## src/rtl/core/hta_pkg.sv

```systemverilog
`timescale 1ns / 1ps
`default_nettype none
// ----------------------------------------------------------------------------
// Hole table allocator package
// Shared widths, command and status codes, and the controller state type.
// ----------------------------------------------------------------------------
package hta_pkg;

  localparam int unsigned AddrW   = 48;
  localparam int unsigned AlignW  = 21;
  localparam int unsigned StatusW = 2;
  localparam int unsigned ModCntW = 6;

  localparam logic CMD_ALLOC = 1'b0;
  localparam logic CMD_FREE  = 1'b1;

  localparam logic [StatusW-1:0] STATUS_OK     = 2'd0;
  localparam logic [StatusW-1:0] STATUS_NO_MEM = 2'd1;
  localparam logic [StatusW-1:0] STATUS_FULL   = 2'd2;

  typedef enum logic [3:0] {
    S_INIT,
    S_IDLE,
    S_ALC_LOAD,
    S_ALC_TEST,
    S_ALC_MOD,
    S_ALC_CHECK,
    S_ALC_FIT,
    S_ALC_PREV,
    S_FRE_SPARE,
    S_FRE_LOAD,
    S_FRE_INS,
    S_CO_CHK,
    S_CO_LOAD,
    S_CO_CMP,
    S_CO_WX,
    S_DONE
  } state_e;

endpackage
`default_nettype wire

```

## src/rtl/core/hta_mod.sv

```systemverilog
`timescale 1ns / 1ps
`default_nettype none
// ----------------------------------------------------------------------------
// Serial remainder unit
// Restoring remainder of a 48-bit base by the alignment, one bit per cycle.
// ----------------------------------------------------------------------------
module hta_mod
  import hta_pkg::*;
(
  input  wire logic              clk_i,
  input  wire logic              rst_ni,
  input  wire logic              start_i,
  input  wire logic [AddrW-1:0]  dividend_i,
  input  wire logic [AlignW-1:0] divisor_i,
  output logic                   done_o,
  output logic      [AlignW-1:0] rem_o
);

  logic               run_q;
  logic               done_q;
  logic [ModCntW-1:0] cnt_q;
  logic [AddrW-1:0]   dvd_q;
  logic [AlignW-1:0]  rem_q;
  logic [AlignW:0]    trial;
  logic [AlignW:0]    step;

  // Bring down the next bit and subtract the divisor when it fits.
  assign trial = {rem_q, dvd_q[AddrW-1]};
  assign step  = (trial >= {1'b0, divisor_i}) ? trial - {1'b0, divisor_i} : trial;

  always_ff @(posedge clk_i or negedge rst_ni) begin
    if (!rst_ni) begin
      run_q  <= 1'b0;
      done_q <= 1'b0;
      cnt_q  <= '0;
    end else begin
      done_q <= !start_i && run_q && (cnt_q == '0);
      if (start_i) begin
        run_q <= 1'b1;
        cnt_q <= ModCntW'(AddrW - 1);
      end else if (run_q) begin
        cnt_q <= cnt_q - 1'b1;
        if (cnt_q == '0) begin
          run_q <= 1'b0;
        end
      end
    end
  end

  always_ff @(posedge clk_i) begin
    if (start_i) begin
      dvd_q <= dividend_i;
      rem_q <= '0;
    end else if (run_q) begin
      dvd_q <= {dvd_q[AddrW-2:0], 1'b0};
      rem_q <= step[AlignW-1:0];
    end
  end

  assign done_o = done_q;
  assign rem_o  = rem_q;

endmodule
`default_nettype wire

```

## config.mk

```make
export PLATFORM = sky130hd
export DESIGN_NAME = hta_mod
export DESIGN_NICKNAME = d
export VERILOG_FILES = /design/src/rtl/core/hta_pkg.sv /design/src/rtl/core/hta_mod.sv
export SDC_FILE = /design/constraint.sdc
export NUM_CORES = 1
export LEC_CHECK = 0
export BUFFER_PORTS_ARGS = -buffer_cell sky130_fd_sc_hd__buf_2
export CAP_MARGIN = 10
export CORE_UTILIZATION = 40
export CTS_BUF_LIST = sky130_fd_sc_hd__clkbuf_4
export CTS_CLUSTER_SIZE = 14
export DETAILED_ROUTE_END_ITERATION = 10
export SLEW_MARGIN = 20
export SYNTH_ARGS = -nofsm -noshare
export SYNTH_HDL_FRONTEND = slang
export SYNTH_SLANG_ARGS = --single-unit
```

## constraint.sdc

```tcl
create_clock -name clk_i -period 7.9 [get_ports clk_i]
set_input_delay 1.58 -clock clk_i [delete_from_list [all_inputs] [get_ports clk_i]]
set_output_delay 1.58 -clock clk_i [all_outputs]
set_load 0.01 [all_outputs]
```

Word-level counts from Yosys, hierarchy flattened
Index checks and enable logic that the tools add are counted.
W data, S select, Z words.
{ "classes": {"order_cmp": 1, "n_reduce_logical": 5, "n_addsub": 2, "muxes": 8} }
{ "op_table": {"columns": ["op", "count"], "rows": [
  ["$mux W48", 2],
  ["$ge A22 B21 Y1", 1],
  ["$mux W21", 1],
  ["$sub A21 B21 Y21", 1],
  ["$mux W6", 2],
  ["$logic_not A6 Y1", 1],
  ["$sub A6 B1 Y6 const B", 1],
  ["$mux W1", 3],
  ["$logic_and A1 B1 Y1", 2],
  ["$reduce_bool A2 Y1", 1],
  ["$logic_not A1 Y1", 1]
]} }
{ "word_totals": {"out_inout_bits": 22, "register_bits": 77, "inputBits": 72, "wordCells": 21} }

Longest topological paths before layout
{ "depth": {"ltp_word": 4, "depth_mapped": 13, "mapped_depth_nobuf": 12} }

Worst setup path before layout
No wires, ideal clock.
{ "synth_timing": {"path_kind": "input-to-reg", "from": "input divisor_i[0]", "to": "register rem_q[1], in the netlist rem_o[1]", "arrival_ns": 3.779, "slack_ns": 3.984, "n_path_buf": 1, "required_ns": 7.763, "setup_time_ns": 0.137, "cell_stages": 11, "cell_sequence": "ha_1 -> inv_1 -> fa_1 -> a211oi_2 -> o211ai_2 -> and2_4 -> a221o_1 -> a21oi_4 -> buf_6 -> mux2i_1 -> a211oi_1"} }
{ "synth_between": {"elab_chain_len": 2, "word_cells_on_any_way": 3, "cone_classes": "add/sub: 1; order compare: 1; mux: 1"} }
{ "synth_lines": {"columns": ["element", "line", "source"], "rows": [
  ["from (decl)", "hta_mod.sv:14", "input wire logic [AlignW-1:0] divisor_i,"],
  ["$sub A21 B21 Y21 / $ge A22 B21 Y1 (equally long branches)", "hta_mod.sv:29", "assign step = (trial >= {1'b0, divisor_i}) ? trial - {1'b0, divisor_i} : trial;"],
  ["$mux W21 *", "hta_mod.sv:29", null],
  ["to (signal assigned)", "hta_mod.sv:56", "rem_q <= step[AlignW-1:0];"],
  ["to (decl)", "hta_mod.sv:23", "logic [AlignW-1:0] rem_q;"]
]} }
Every way passes the cells marked *; elsewhere a longest branch is shown, timed or not.
A chain may end at the register's enable or synchronous reset.

Worst setup path after layout
{ "layout_timing": {"from": "input divisor_i[0]", "to": "register rem_q[12], in the netlist rem_o[12]"} }
The elaborated chain is that of the path after synthesis.

==> impl_metrics.prom <==
# TYPE chip_impl_metric gauge
chip_impl_info{name="reg_to_reg_endpoint",value="rem_o[12]"} 1
chip_impl_metric{name="post_cts_resized",unit=""} 0
chip_impl_info{name="yosys_most_used_dff",value="edfxtp_1"} 1
chip_impl_metric{name="drt-total-wl",unit="µm"} 9210
chip_impl_metric{name="drtIter0Drc",unit=""} 162
chip_impl_metric{name="cp.arrival",unit="ns"} 4.54
chip_impl_metric{name="grt_overflow",unit=""} 0
chip_impl_metric{name="synth_async_sr_flop_share",unit="%"} 10.39
chip_impl_metric{name="die_area",unit="µm²"} 11710
chip_impl_info{name="crit_path_start_kind",value="primary input"} 1
chip_impl_metric{name="route.antenna.remaining_nets",unit=""} 0
chip_impl_metric{name="syn_area",unit="µm²"} 4511
chip_impl_metric{name="final_min_period_over_clock_period",unit="%"} 53.86
chip_impl_metric{name="final_cell_area",unit="µm²"} 5174
chip_impl_metric{name="slew-limit-headroom",unit="%"} 31.72
chip_impl_info{name="end_kind",value="register"} 1
chip_impl_metric{name="aggregate_negative_setup_slack",unit="ns"} 0
chip_impl_metric{name="synth_area_in_xor_xnor",unit="%"} 3.883
chip_impl_metric{name="layout_min_cycle_time",unit="ns"} 4.255
chip_impl_metric{name="distinct_cell_type_count_of_the_synthesized_netlist",unit=""} 59
chip_impl_metric{name="grt_max_degree",unit=""} 68
chip_impl_metric{name="sequential_fraction_of_the_synthesis_area",unit="%"} 45.71
chip_impl_info{name="hp-class",value="register to register"} 1
chip_impl_metric{name="antenna_found_initial",unit=""} 0
chip_impl_metric{name="post_synth_inst_count",unit=""} 424
chip_impl_metric{name="detailroute.wirelength.met3",unit="µm"} 583
chip_impl_metric{name="cts.sinks",unit=""} 77
chip_impl_metric{name="tightest_pin_transition",unit="ns"} 1.022
chip_impl_metric{name="ir_worst_vdd",unit="µV"} 116.7
chip_impl_metric{name="io_buffers",unit=""} 93
chip_impl_metric{name="routabilityCongestion",unit=""} 0.8295
chip_impl_metric{name="detailedPlacementHpwl",unit="µm"} 6512
chip_impl_info{name="kind_of_critical_path",value="primary input to register"} 1
chip_impl_metric{name="die_w",unit="µm"} 108.2
chip_impl_metric{name="worstPathRequired",unit="ns"} 8.19
chip_impl_metric{name="routedWlPerCell",unit="µm"} 14.06
chip_impl_metric{name="dr.pass1.iters",unit=""} 4
chip_impl_metric{name="htree_depth",unit=""} 3
chip_impl_metric{name="vias_per_cell",unit=""} 5.203
chip_impl_metric{name="cellLeakagePower",unit="nW"} 2.320
chip_impl_metric{name="route.met2.wl",unit="µm"} 4249
chip_impl_metric{name="mux_cell_area_share_after_synthesis",unit="%"} 13.73
chip_impl_metric{name="cts_max_path_buffers",unit=""} 2
chip_impl_info{name="synth_top_family_by_area",value="multiplexers"} 1
chip_impl_metric{name="grt_first_pass_wirelength",unit="µm"} 15150
chip_impl_metric{name="count_of_antenna_diodes_in_the_layout",unit=""} 0
chip_impl_metric{name="fraction_of_the_mapped_netlist_area_in_adder_cells",unit="%"} 6.824
chip_impl_metric{name="tritoncts.num_buffers",unit=""} 9
chip_impl_metric{name="placed_area",unit="µm²"} 5065
chip_impl_metric{name="yosysWarningCount",unit=""} 0
chip_impl_metric{name="syn_area_per_cell",unit="µm²"} 10.64
chip_impl_metric{name="worst_r2r_path_depth",unit=""} 12
chip_impl_info{name="holdPathEnd",value="rem_o[11]"} 1
chip_impl_metric{name="routedLengthMet1",unit="µm"} 4245
chip_impl_metric{name="synth-compound-area-share",unit="%"} 13.48
chip_impl_metric{name="detailroute.via_count",unit=""} 3408
chip_impl_metric{name="first_global_vias",unit=""} 3313
chip_impl_metric{name="worst-path-max-fanout",unit=""} 35
chip_impl_metric{name="max_cap_violations",unit=""} 0
chip_impl_metric{name="holdBufCountCts",unit=""} 0
chip_impl_metric{name="post-cts-setup-buffers",unit=""} 0
chip_impl_metric{name="num_rows",unit=""} 38
chip_impl_metric{name="fillerInstances",unit=""} 1088
chip_impl_metric{name="layout.nets",unit=""} 607
chip_impl_metric{name="reg2reg_setup_slack",unit="ns"} 4.40
chip_impl_metric{name="yosys_register_bits",unit=""} 77
chip_impl_metric{name="achievable-frequency",unit="GHz"} 0.2350
chip_impl_info{name="timing.rr.start",value="dvd_q[47]"} 1
chip_impl_info{name="status",value="completed"} 1
chip_impl_metric{name="final_hold_viol_count",unit=""} 0
chip_impl_metric{name="timing_max_transition_violations_final",unit=""} 0
chip_impl_metric{name="powerDensity",unit="nW/µm²"} 278.4
chip_impl_metric{name="clkSlewWorstSetupHoldPaths",unit="ns"} 0.12
chip_impl_metric{name="fraction_of_final_layout_cells_sized_beyond_drive_strength_1",unit="%"} 32.62
chip_impl_metric{name="initial_core_utilization",unit="%"} 41.25
chip_impl_metric{name="number_of_flops_mapped_to_enable_cells_by_yosys",unit=""} 48
chip_impl_metric{name="coreArea",unit="µm²"} 10940
chip_impl_metric{name="route.detailed.drc",unit=""} 0
chip_impl_metric{name="hold_depth",unit=""} 2
chip_impl_info{name="worst_hold_startpoint",value="rem_o[11]"} 1
chip_impl_info{name="tritoncts_clock_tree",value="built"} 1
chip_impl_metric{name="pin_count",unit=""} 94
chip_impl_metric{name="synthesis.nets",unit=""} 520
chip_impl_metric{name="finalClockSkew",unit="ns"} 0.009112
chip_impl_metric{name="post_synth_simple_gate_area",unit="%"} 11.46
chip_impl_metric{name="grt_usage",unit="%"} 16.85
chip_impl_info{name="rsz0062_at_grt",value="no"} 1
chip_impl_info{name="top_signal_layer_used",value="met4"} 1
chip_impl_metric{name="clock_insertion_delay_worst_skew",unit="ns"} 0.44
chip_impl_metric{name="setup_viol",unit=""} 0
chip_impl_info{name="cts_root_buf",value="clkbuf_4"} 1
chip_impl_metric{name="die_height",unit="µm"} 108.2
chip_impl_metric{name="area_growth_syn_to_layout",unit="%"} 14.70
-- state kept, by name, summed over array words and instances (netlist names) --
name,flops
dvd_q,48
run_q,1
done_o,1
cnt_q,6
rem_o,21
-- logic make-up after synthesis --
group | count (synthesis)
xor gates and xnor gates | 20
and+or+nand+nor | 109
buffers and inverters | 51
DFF | 77
adders and majority gates | 24
muxes | 56
AOI/OAI and AO/OA | 87
-- layer usage --
layer | up-vias | GRT usage, %
met5 | - | 0
met4 | 0 | 5.675
met3 | 16 | 6.148
met2 | 97 | 27.62
met1 | 1586 | 20.40
li1 | 1709 | -
-- cell type report --
class / count / area, µm² / area share [%]
Clock buffer: 9 / 67.56 / 1.306
Clock inverter: 6 / 41.29 / 0.7981
Inverter: 32 / 120.1 / 2.322
Multi-Input combinational cell: 296 / 2227 / 43.05
Sequential cell: 77 / 2062 / 39.85
Tap cell: 140 / 175.2 / 3.386
Timing Repair Buffer: 95 / 480.5 / 9.287
-- how the worst max path moves through the flow --
stage | slack (ns) | depth (start not counted) | start | to
after floorplan | 3.98 | 11 | divisor_i[0] | rem_o[1]
after global placement | 3.27 | 11 | divisor_i[0] | rem_o[1]
after detailed placement | 3.18 | 11 | divisor_i[0] | rem_o[1]
after CTS | 3.68 | 11 | divisor_i[0] | rem_o[1]
after global routing | 3.43 | 12 | divisor_i[0] | rem_o[12]
final | 3.65 | 12 | divisor_i[0] | rem_o[12]
-- where the power goes --
group	internal (mW)	total (mW)	switching, mW
registers	0.503	0.564	0.0610
clock network	0.0622	0.207	0.145
logic	0.300	0.669	0.369
-- cell usage in the layout, fill, tap and decap left out, types with 3 or more instances in the layout --
cell type  netlist  routed
buf_2            3      93
edfxtp_1        48      48
mux2_2          47      47
nor2_1          35      35
nand2_1         32      32
inv_1           32      31
a21oi_1         25      25
ha_1            23      23
dfxtp_1         21      21
o21ai_0         15      15
xnor2_1         11      11
xor2_1           9       9
mux2i_1          9       9
clkbuf_4         0       9
nand3_1          8       8
nor3_1           8       8
dfrtp_1          8       8
nand2b_1         7       7
a211oi_1         7       7
a21o_1           5       5
o21a_1           4       4
and2_1           3       3
or4_1            3       3
o211ai_1         3       3
nand4_1          3       3
o2111ai_1        3       3
-- through the flow --
step / utilization, % / power (mW) / cells / hold slack [ns] / setup slack (ns)
after floorplan: - / 1.087 / 424 / 0.4952 / 3.984
after global placement: 46.32 / 1.230 / 640 / 0.4786 / 3.274
after detailed placement: 46.32 / 1.240 / 640 / 0.4826 / 3.181
after CTS: 47.31 / 1.454 / 655 / 0.5004 / 3.678
after global routing: 47.31 / 1.552 / 655 / 0.5495 / 3.431
final: 47.31 / 1.440 / 655 / 0.5002 / 3.645
-- synthesized netlist by cell type, drive strengths merged, types with 8 or more instances --
cell type	count	share of area (%)
mux2i	9	2.0
nand2	32	2.7
ha	23	6.4
xnor2	11	2.1
o21ai	17	1.9
nor2	35	2.9
nand3	8	0.89
mux2	47	12
dfxtp	21	9.3
buf	13	1.7
xor2	9	1.7
edfxtp	48	32
dfrtp	8	4.4
a21oi	27	3.3
nor3	10	1.3
a211oi	8	1.4
inv	32	2.7
-- critical path, cell delays in order --
cell	delay (ns)
buf_2	0.08
ha_1	0.15
inv_1	0.05
fa_1	0.44
a211oi_2	0.29
o211ai_2	0.14
and2_4	0.18
a221o_1	0.39
a21oi_4	0.83
nor2_1	0.13
a21oi_1	0.16
a211oi_1	0.08
Note: power is estimated with default switching activity, not from simulation.
